**src/sv/sr_pkg.sv**
```systemverilog
`timescale 1ns / 1ps
// ----------------------------------------------------------------------------
// sr_pkg
// Shared types, constants and arithmetic helpers for the reverb core.
// ----------------------------------------------------------------------------
package sr_pkg;

   // The depth must be a power of two, so that address arithmetic wraps by itself.
   localparam int LINE_DEPTH = 32768;
   localparam int LINE_AW    = $clog2(LINE_DEPTH);
   localparam int LINE_SEL_W = 3;
   localparam int MEM_AW     = LINE_AW + LINE_SEL_W;

   localparam int AP_ONE_DELAY   = 5512;
   localparam int AP_TWO_DELAY   = 1852;
   localparam int AP_THREE_DELAY = 529;

   localparam logic [14:0] OFFSET_TWO   = 15'd4293;
   localparam logic [14:0] OFFSET_THREE = 15'd5046;
   localparam logic [14:0] OFFSET_FOUR  = 15'd3604;

   localparam logic [2:0] REG_COMB_DECAY   = 3'd0;
   localparam logic [2:0] REG_ALLPASS_GAIN = 3'd1;
   localparam logic [2:0] REG_DRY_GAIN     = 3'd2;
   localparam logic [2:0] REG_WET_GAIN     = 3'd3;
   localparam logic [2:0] REG_COMB_ONE     = 3'd4;
   localparam logic [2:0] REG_COMB_TWO     = 3'd5;
   localparam logic [2:0] REG_COMB_THREE   = 3'd6;
   localparam logic [2:0] REG_COMB_FOUR    = 3'd7;

   typedef enum logic [3:0] {
      OP_NONE, OP_LOAD, OP_CLEAR, OP_COMB_RD, OP_COMB_MUL, OP_COMB_WR,
      OP_AP_RD, OP_AP_MUL1, OP_AP_WR, OP_AP_MUL2, OP_AP_OUT,
      OP_MIX1, OP_MIX2, OP_MIX3
   } op_type;

   typedef struct packed {
      op_type     op;
      logic [1:0] idx;
   } cmd_type;

   typedef struct packed {
      logic clear_last;
   } status_type;

   typedef struct packed {
      logic [14:0]      comb_decay;
      logic [14:0]      allpass_gain;
      logic [15:0]      dry_gain;
      logic [15:0]      wet_gain;
      logic [3:0][14:0] comb_delay;
   } cfg_type;

   function automatic logic [LINE_AW-1:0] ap_delay(input logic [1:0] idx);
      logic [LINE_AW-1:0] d;
      case (idx)
         2'd0:    d = LINE_AW'(AP_ONE_DELAY);
         2'd1:    d = LINE_AW'(AP_TWO_DELAY);
         default: d = LINE_AW'(AP_THREE_DELAY);
      endcase
      return d;
   endfunction

   function automatic logic [14:0] clamp_gain(input logic [14:0] base,
                                              input logic [14:0] off);
      return (base > off) ? 15'(base - off) : 15'd0;
   endfunction

   // Round a Q15-scaled product to the nearest integer, ties going up.
   function automatic logic signed [26:0] round_q15(input logic signed [41:0] p);
      logic signed [41:0] t;
      t = p + 42'sd16384;
      return t[41:15];
   endfunction

   function automatic logic signed [23:0] sat24(input logic signed [27:0] v);
      logic signed [23:0] r;
      if (v > 28'sd8388607) begin
         r = 24'sh7FFFFF;
      end else if (v < -28'sd8388608) begin
         r = 24'sh800000;
      end else begin
         r = v[23:0];
      end
      return r;
   endfunction

endpackage

```
**src/sv/sr_ctrl.sv**
```systemverilog
`timescale 1ns / 1ps
// ----------------------------------------------------------------------------
// sr_ctrl
// Sequencer that steps the datapath through combs, all-passes and the mix.
// ----------------------------------------------------------------------------
module sr_ctrl (
   input  logic               clock,
   input  logic               reset,
   input  logic               req_valid,
   output logic               req_ready,
   output logic               rsp_valid,
   input  logic               rsp_ready,
   input  sr_pkg::status_type status,
   output sr_pkg::cmd_type    cmd
);

   typedef enum logic [12:0] {
      ST_CLEAR  = 13'b0000000000001,
      ST_IDLE   = 13'b0000000000010,
      ST_C_RD   = 13'b0000000000100,
      ST_C_MUL  = 13'b0000000001000,
      ST_C_WR   = 13'b0000000010000,
      ST_A_RD   = 13'b0000000100000,
      ST_A_MUL1 = 13'b0000001000000,
      ST_A_WR   = 13'b0000010000000,
      ST_A_MUL2 = 13'b0000100000000,
      ST_A_OUT  = 13'b0001000000000,
      ST_M_MUL1 = 13'b0010000000000,
      ST_M_MUL2 = 13'b0100000000000,
      ST_M_DONE = 13'b1000000000000
   } state_type;

   state_type  state_ff, state_in;
   logic [1:0] idx_ff, idx_in;
   logic       rsp_valid_ff, rsp_valid_in;

   always_comb begin
      state_in     = state_ff;
      idx_in       = idx_ff;
      rsp_valid_in = rsp_valid_ff & ~rsp_ready;
      req_ready    = 1'b0;
      cmd.op       = sr_pkg::OP_NONE;
      cmd.idx      = idx_ff;
      case (state_ff)
         ST_CLEAR: begin
            cmd.op = sr_pkg::OP_CLEAR;
            if (status.clear_last) state_in = ST_IDLE;
         end
         ST_IDLE: begin
            req_ready = 1'b1;
            if (req_valid) begin
               cmd.op   = sr_pkg::OP_LOAD;
               idx_in   = 2'd0;
               state_in = ST_C_RD;
            end
         end
         ST_C_RD: begin
            cmd.op   = sr_pkg::OP_COMB_RD;
            state_in = ST_C_MUL;
         end
         ST_C_MUL: begin
            cmd.op   = sr_pkg::OP_COMB_MUL;
            state_in = ST_C_WR;
         end
         ST_C_WR: begin
            cmd.op = sr_pkg::OP_COMB_WR;
            idx_in = 2'(idx_ff + 2'd1);
            state_in = (idx_ff == 2'd3) ? ST_A_RD : ST_C_RD;
         end
         ST_A_RD: begin
            cmd.op   = sr_pkg::OP_AP_RD;
            state_in = ST_A_MUL1;
         end
         ST_A_MUL1: begin
            cmd.op   = sr_pkg::OP_AP_MUL1;
            state_in = ST_A_WR;
         end
         ST_A_WR: begin
            cmd.op   = sr_pkg::OP_AP_WR;
            state_in = ST_A_MUL2;
         end
         ST_A_MUL2: begin
            cmd.op   = sr_pkg::OP_AP_MUL2;
            state_in = ST_A_OUT;
         end
         ST_A_OUT: begin
            cmd.op = sr_pkg::OP_AP_OUT;
            if (idx_ff == 2'd2) begin
               state_in = ST_M_MUL1;
            end else begin
               idx_in   = 2'(idx_ff + 2'd1);
               state_in = ST_A_RD;
            end
         end
         ST_M_MUL1: begin
            cmd.op   = sr_pkg::OP_MIX1;
            state_in = ST_M_MUL2;
         end
         ST_M_MUL2: begin
            cmd.op   = sr_pkg::OP_MIX2;
            state_in = ST_M_DONE;
         end
         ST_M_DONE: begin
            if (!rsp_valid_ff || rsp_ready) begin
               cmd.op       = sr_pkg::OP_MIX3;
               rsp_valid_in = 1'b1;
               state_in     = ST_IDLE;
            end
         end
         default: state_in = ST_CLEAR;
      endcase
   end

   always_ff @(posedge clock) begin
      if (reset) begin
         state_ff     <= ST_CLEAR;
         idx_ff       <= 2'd0;
         rsp_valid_ff <= 1'b0;
      end else begin
         state_ff     <= state_in;
         idx_ff       <= idx_in;
         rsp_valid_ff <= rsp_valid_in;
      end
   end

   assign rsp_valid = rsp_valid_ff;

endmodule

```
**config.mk**
```make
export PLATFORM = sky130hd
export DESIGN_NAME = sr_ctrl
export DESIGN_NICKNAME = d
export VERILOG_FILES = /design/src/sv/sr_pkg.sv /design/src/sv/sr_ctrl.sv
export SDC_FILE = /design/constraint.sdc
export NUM_CORES = 1
export LEC_CHECK = 0
export BUFFER_PORTS_ARGS = -buffer_cell sky130_fd_sc_hd__buf_2
export CAP_MARGIN = 20
export CELL_PAD_IN_SITES_DETAIL_PLACEMENT = 0
export CELL_PAD_IN_SITES_GLOBAL_PLACEMENT = 2
export CORE_ASPECT_RATIO = 0.9
export CORE_MARGIN = 2
export CORE_UTILIZATION = 33
export CTS_CLUSTER_DIAMETER = 200
export DETAILED_ROUTE_END_ITERATION = 6
export GPL_ROUTABILITY_DRIVEN = 0
export PLACE_DENSITY_LB_ADDON = 0.1
export RECOVER_POWER = 100
export SETUP_SLACK_MARGIN = 0.1
export SLEW_MARGIN = 25
export SYNTH_ARGS = -nofsm -noshare
export SYNTH_HDL_FRONTEND = slang
export SYNTH_SLANG_ARGS = --single-unit
```
**constraint.sdc**
```tcl
create_clock -name clock -period 2 [get_ports clock]
set_input_delay 0.1 -clock clock [delete_from_list [all_inputs] [get_ports clock]]
set_output_delay 0.1 -clock clock [all_outputs]
set_load 0.02 [all_outputs]
```
**Word-level counts from Yosys, hierarchy flattened**

Index checks and enable logic that the tools add are counted.

- $add $sub $neg: 1
- Multiply operators: 0
- Divide/modulo/power cells: 0
- Magnitude comparators: 0
- Equal/unequal tests: 19
- Shift-type cells: 0
- Mux-type cells: 15
- Bitwise gates (word level): 2
- Reductions and logical operators: 5

Operator list:

| cell | number |
|---|---|
| case mux 13 bit (13 select lines) | 1 |
| case mux 4 bit (13 select lines) | 1 |
| two-way mux 13 bit | 3 |
| equality test 13 x 1 -> 1 bit, second input constant | 1 |
| equality test 13 x 10 -> 1 bit, second input constant | 1 |
| equality test 13 x 11 -> 1 bit, second input constant | 1 |
| equality test 13 x 12 -> 1 bit, second input constant | 1 |
| equality test 13 bit, second input constant | 1 |
| equality test 13 x 2 -> 1 bit, second input constant | 1 |
| equality test 13 x 3 -> 1 bit, second input constant | 1 |
| equality test 13 x 4 -> 1 bit, second input constant | 1 |
| equality test 13 x 5 -> 1 bit, second input constant | 1 |
| equality test 13 x 6 -> 1 bit, second input constant | 1 |
| equality test 13 x 7 -> 1 bit, second input constant | 1 |
| equality test 13 x 8 -> 1 bit, second input constant | 1 |
| equality test 13 x 9 -> 1 bit, second input constant | 1 |
| two-way mux 11 bit | 1 |
| inequality test 2 bit, second input constant | 4 |
| two-way mux 6 bit | 1 |
| case mux 2 bit (3 select lines) | 1 |
| AND reduction 3 bit | 2 |
| equality test 2 bit, second input constant | 2 |
| two-way mux 1 bit | 4 |
| two-way mux 2 bit | 2 |
| 7 further kinds | 7 |

- Bits in registers: 16
- Latch bits: 0
- RAM bits: 0
- ROM bits: 0
- Input port bits: 5
- Output and inout port bits: 8
- Logic and storage cells: 45
- Memories: 0

**Depth between registers and ports, before layout**

Gate-level depths: netlist of run 1.

- Word-level depth: 4
- Mapped depth: 7
- Mapped depth without buffers: 6

**Worst setup path after synthesis of run 1**

Ideal clock, no wire load.

- Path type: register -> output
- From: reg state_ff[8]
- To: out cmd[4] in the netlist's numbering
- Data arrival time: 1849 ps
- Required time: 1900 ps
- Setup slack: 51 ps
- Stages on the path, launching flop included: 6
- Buffers on the path: 1
- Cell sequence: dfxtp_1 clkbuf_1 nor3_1 nand2_1 or4_1 o31ai_1

RTL lines:

| item | RTL line | RTL |
|---|---|---|
| start: declaration | sr_ctrl.sv:33 | `state_type state_ff, state_in;` |
| start signal: assignment | sr_ctrl.sv:120 | `state_ff <= state_in;` |
| end: declaration | sr_ctrl.sv:14 | `output sr_pkg::cmd_type cmd` |

==> metrics.txt, run 1 <==
status=finished with violations; failing checks=negative setup slack; DP Area=1280 sq um; # nets final=176; Critical Path Source Type=flip-flop; kind of end point of the critical path=output port; hold path endpoint=state_ff[12]; sequential share of the synthesized area=30.3%; fin. max-slew vios=0; Worst Path Max Fanout=3; hold depth=4; RR Endpoint=idx_ff[0]; Clock transition at path regs=110 ps; Post-DRT Antenna Nets=0; FILL cells=between 300 and 400; WP data arrival=around 2000 ps; pwr/cell area=roughly 530 nW/um^2; Place WS=between 40 and 50 ps; Area Overhead vs Synth=44.3%; Syn. warnings=0; worst-margin pin slew=~520 ps; layout cells sized above 1=approximately 42%; Remaining DRCs=0; reg-to-reg startpoint=state_ff[3]; Initial Util=34.5%; Initial DRC Count=46; post-synthesis instance total=~130; Avg Synthesized Cell Area=about 8.1 sq um; Die Ht=just under 60 um; worst vdd ir=~0.25 mV; Post-Syn Area=between 1000 and 1500 sq um; Design Area, Final=roughly 1500 sq um; Root Driver=clkbuf_4; number of setup violations in the final report=6; Post-DP HPWL=approximately 2.4 mm; Die X=63.7 um; row count=19; vias in the first global route=1,057; Tightest Hold Check Type=input pin to flip-flop; WS Path Type=flip-flop to output port; Worst Min Path Start=rsp_ready; vias per inst=approximately 5.4; Top FF cell, synth=dfxtp_1; Reg2Reg Setup Slack=-60 ps; Fin. Hold Viols=0; Critical Path RT=around 1900 ps; CTS Buf Count=3; Clock Sinks=16; remaining global-route overflow=0; all-layer global routing usage=17.9%; Max Root-Sink Buffers=2; largest net degree at the start of global routing=11; Antenna diodes=0; syn_nets=138; fmax=~0.48 GHz; post-route worst setup slack=-101 ps; I/O pins=13; slew margin rel.=around 65%; async set-or-reset flop fraction in the synthesized netlist=0%; Avg WL per Cell=15.0 um; Total Wirelength=3.16 mm; length of the first detailed-routing pass in iterations=4; CTS tree=built; synth unique cells=43; initial antenna violation count=0; clk_skew=about 4.0 ps; first-pass GRT wire length=4.94 mm; Tcrit/Tclk final=105%; die area=3680 sq um; via count=roughly 1.1k; Yosys reg bits=16; H-tree Lvls=1; Lkg Pwr=around 0.61 nW; Post-synth EDFFs=0; core area=3070 sq um; port buffer count=12; RSZ-0062 raised after global routing=true; R2R cell count=6; Final Critical Period=2100 ps; Max-Cap Viols=0; clock latency on the worst-skew pair=~300 ps; total chip power=813 uW
-- worst max path at each step --
| stage | depth (start not counted) | to | slack (ps) | from |
|---|---|---|---|---|
| 2_1_floorplan | 6 | cmd[2] | 120 | state_ff[8] |
| 3_5_place_dp | 7 | idx_ff[0] | 50 | state_ff[4] |
| 5_1_grt | 6 | idx_ff[1] | -150 | state_ff[3] |
| 3_3_place_gp | 6 | cmd[2] | 50 | state_ff[12] |
| 4_1_cts | 6 | cmd[2] | -120 | state_ff[8] |
| 6_report | 6 | cmd[2] | -100 | state_ff[8] |
-- layer usage --
metal	share of wire (%)	track usage [%]
met3	2.9	1.94
met5	0	0
met2	50	32.2
met1	46	22.0
met4	1.5	7.45
-- final cells by class --
class                           count  area, sq um  share of cell area, %
Inverter                            6         22.5                   1.47
Sequential cell                    16          330                   21.6
Timing Repair Buffer               39          290                   19.0
Tap cell                           42         52.6                   3.44
Clock buffer                        4         36.3                   2.38
Multi-Input combinational cell    103          796                   52.1
-- through the flow --
stage	hold slack, ps	setup TNS, ps	utilization (%)	cells
2_1_floorplan	169	0	-	131
4_1_cts	92.6	-318	47.9	208
5_1_grt	141	-820	49.8	210
6_report	101	-411	49.8	210
3_5_place_dp	324	0	41.9	197
3_3_place_gp	315	0	41.9	197
-- logic make-up after synthesis --
logic type | Yosys count | share of synthesized area (%)
XOR/XNOR | 6 | 4.96
AO/OA/AOI/OAI | 27 | 17.8
AND/OR/NAND/NOR | 67 | 38.5
adder cells (fa/ha/maj) | 2 | 2.36
buffers and inverters | 12 | 5.08
multiplexers | 1 | 0.946
flip-flops | 16 | 30.3
-- synthesized netlist by cell type (2+ instances only) --
| library cell | number | area share [%] |
|---|---|---|
| dfxtp_1 | 16 | 30 |
| nor2_1 | 16 | 5.7 |
| nand2_1 | 9 | 3.2 |
| nor3_1 | 9 | 4.3 |
| a21oi_1 | 7 | 3.3 |
| inv_1 | 6 | 2.1 |
| nand3_1 | 5 | 2.4 |
| clkbuf_1 | 4 | 1.4 |
| nor2b_1 | 4 | 2.4 |
| xnor2_1 | 4 | 3.3 |
| nand2b_1 | 3 | 1.8 |
| o2111ai_1 | 3 | 2.5 |
| o21ai_0 | 3 | 1.4 |
| or3_1 | 3 | 1.8 |
| a22oi_1 | 2 | 1.4 |
| ha_1 | 2 | 2.4 |
| nand4_1 | 2 | 1.2 |
| nor4_4 | 2 | 4.0 |
| nor4b_1 | 2 | 1.7 |
| o21ai_1 | 2 | 0.95 |
| o311ai_0 | 2 | 1.7 |
| or4_4 | 2 | 2.1 |
| or4b_2 | 2 | 1.9 |
| xor2_1 | 2 | 1.7 |
-- critical path, cell delays in order (launching register included) --
cell and delay, ps:
dfxtp_4 370, nor3_4 200, nand2_2 90, or4_4 420, or3_4 380, o2111ai_2 90, buf_6 150
-- what timing repair did --
item / CTS / global route
pin swaps: 7 / 7
endpoints found under the hold margin: 1 / 0
setup endpoints to repair: 9 / 17
resized for setup: 24 / 12
hold buffers: 1 / 0
setup buffers: 6 / 2
-- registers in the layout (all words and copies together), names as in the netlist --
register	cells
rsp_valid	1
state_ff	13
idx_ff	2
-- placed cells by master (no fill, tap or decap), drive strengths merged, types with 4 or more instances in the layout --
cell    synthesis  routed
xnor2           4       4
nand3           5       5
clkbuf          4       7
a21oi           7       7
buf             2      35
o21ai           6       6
nor2b           4       4
nor2           16      16
dfxtp          16      16
nor3            9       9
nand2           9       9
inv             6       6
nor4            4       4
-- report_power, final --
part	leakage, nW	internal [mW]	switching, mW
Sequential	0.133	0.327	0.00550
Combinational	0.453	0.118	0.131
Clock	0.0210	0.111	0.121
Total	0.607	0.556	0.257
Note: power is estimated with default switching activity, not from simulation.
==> inputs of run 2 (changes only) <==
--- a/config.mk
+++ b/config.mk
@@ -15,6 +15,7 @@
 export CTS_CLUSTER_DIAMETER = 200
 export DETAILED_ROUTE_END_ITERATION = 6
 export GPL_ROUTABILITY_DRIVEN = 0
+export MAX_ROUTING_LAYER = met4
 export PLACE_DENSITY_LB_ADDON = 0.1
 export RECOVER_POWER = 100
 export SETUP_SLACK_MARGIN = 0.1
==> run 2 against run 1 <==
  * The flow still finishes with violations (negative setup slack)
  * Highest routed layer unchanged
  * First-iteration DRC count decreased by 11%
  * Count of clock-buffer cells in the layout stayed put
  * Combinational power about the same
  * Sequential power about the same
  * Clock skew rose by 1.3 ps
  * Die area unchanged
  * Critical path depth unchanged
  * Maximum frequency fell by 0.13%
  * Via count grew 0.97%
  * Utilization unchanged
  * Register-to-register slack about the same
  * Wire length increased by 0.57%
==> metrics.txt, run 2 (synthesized netlist as in run 1, its figures left out) <==
status=finished with violations; failing checks=negative setup slack; Die Ht=57.7 um; Post-DRT Antenna Nets=0; via count=around 1.1k; Critical Path Source Type=flip-flop; Die X=roughly 64 um; Register Area=approximately 330 sq um; CTS tree=built; clock latency on the worst-skew pair=310 ps; CP cell instances=nor3_4 > nand2_2 > or4_4 > or3_4 > o2111ai_2 > buf_6; number of setup violations in the final report=6; CTS Buf Count=3; Initial DRC Count=41; FILL cells=between 300 and 400; Max Root-Sink Buffers=2; vias in the first global route=~1.1k; Max Used Layer=met4; Area Overhead vs Synth=44.3%; Initial Util=34.5%; max reg flops=13; Max-Cap Viols=0; R2R cell count=6; Total Wirelength=roughly 3.2 mm; vias per inst=around 5.4; Post-DP HPWL=2.41 mm; pwr/cell area=around 530 nW/um^2; core area=between 3000 and 4000 sq um; remaining global-route overflow=0; Tightest Hold Check Type=input pin to flip-flop; Final Critical Period=around 2100 ps; Design Area, Final=around 1500 sq um; initial antenna violation count=0; Slowest-stage cell, CP=or4_4; slowest stage delay, CP=420 ps; RR Endpoint=idx_ff[0]; post-route worst setup slack=-104 ps; Clock Sinks=16; fmax=between 0.4 and 0.5 GHz; H-tree Lvls=1; Lkg Pwr=0.607 nW; worst hold slack=between 100 and 150 ps; multi-input logic area=~800 sq um; die area=between 3000 and 4000 sq um; commonest non-fill, non-tap cell in the layout=buf_4; kind of end point of the critical path=output port; Worst Setup EP=cmd[2]; WS Path Type=flip-flop to output port; Remaining DRCs=0; Reg2Reg Setup Slack=-60 ps; total chip power=817 uW; Fin. Hold Viols=0; reg-to-reg startpoint=state_ff[3]; largest net degree at the start of global routing=11; most frequent cells in the layout=buf_4, nor2_1, dfxtp_1, nor3_1, nand2_1; post-placement cell count=between 150 and 200; Critical Path RT=~1900 ps; Root Driver=clkbuf_4; Worst Path Max Fanout=3; fin. max-slew vios=0; RSZ-0062 raised after global routing=true; clk_skew=about 5.4 ps; Finished Core Util=between 40% and 50%; length of the first detailed-routing pass in iterations=4; port buffer count=12; row count=19; WP data arrival=around 2000 ps; layout cells sized above 1=42.3%; Most flops, register=state_ff; Worst Min Path Start=rsp_ready; all-layer global routing usage=18.5%; slew margin rel.=between 60% and 70%; Avg WL per Cell=approximately 15 um; metal2 WL=roughly 1.6 mm; worst vdd ir=between 0.2 and 0.25 mV; Clock transition at path regs=110 ps; non-filler instance count after layout=210; WL met1=around 1.5 mm; worst-margin pin slew=~530 ps; first-pass GRT wire length=4.95 mm; # nets final=176; Tcrit/Tclk final=105%; DP Area=roughly 1300 sq um; Routed met3 length=between 80 and 90 um; Antenna diodes=0; CP startpoint=state_ff[8]; I/O pins=13
run 2: layout make-up:
| cell class | instances | area share [%] |
|---|---|---|
| multi-input combinational | 103 | 52.1 |
| sequential | 16 | 21.6 |
| clock buffer | 4 | 2.38 |
| tap | 42 | 3.44 |
| inverter | 6 | 1.47 |
| timing repair buffer | 39 | 19.0 |
run 2: worst max-delay path, delay by kind of cell, from the launching register on:
| family | cells | cell delay [ps] |
|---|---|---|
| flops | 1 | 370 |
| simple gates | 4 | 1090 |
| buf+inv | 1 | 150 |
| compound gates | 1 | 90 |
run 2: metrics by stage:
step / setup WS, ps / TNS [ps]
after floorplan: 124 / 0
after global placement: 49.8 / 0
after detailed placement: 48.9 / 0
after CTS: -118 / -318
after global routing: -154 / -889
final: -104 / -436
run 2: power breakdown:
part | total, mW | switching (mW) | internal, mW
clock | 0.234 | 0.123 | 0.111
sequential | 0.332 | 0.00541 | 0.327
combinational | 0.250 | 0.132 | 0.118
run 2: worst min-delay path by stage:
| stage | endpoint | slack (ps) | depth (start not counted) |
|---|---|---|---|
| 2_1_floorplan | rsp_valid | 170 | 1 |
| 3_3_place_gp | rsp_valid | 310 | 2 |
| 3_5_place_dp | rsp_valid | 320 | 2 |
| 4_1_cts | state_ff[12] | 90 | 4 |
| 5_1_grt | state_ff[12] | 140 | 4 |
| 6_report | state_ff[12] | 100 | 4 |
run 2: what timing repair did:
item / CTS / global route
setup endpoints to repair: 9 / 17
endpoints found under the hold margin: 1 / 0
setup buffers: 6 / 2
hold buffers: 1 / 0
pin swaps: 7 / 7
resized for setup: 24 / 12
run 2: per-layer routing:
layer	vias to the layer above	GRT usage (%)
met5	-	-
met4	0	7.45
met3	5	1.75
met2	20	32.2
met1	556	22.2
li1	559	-
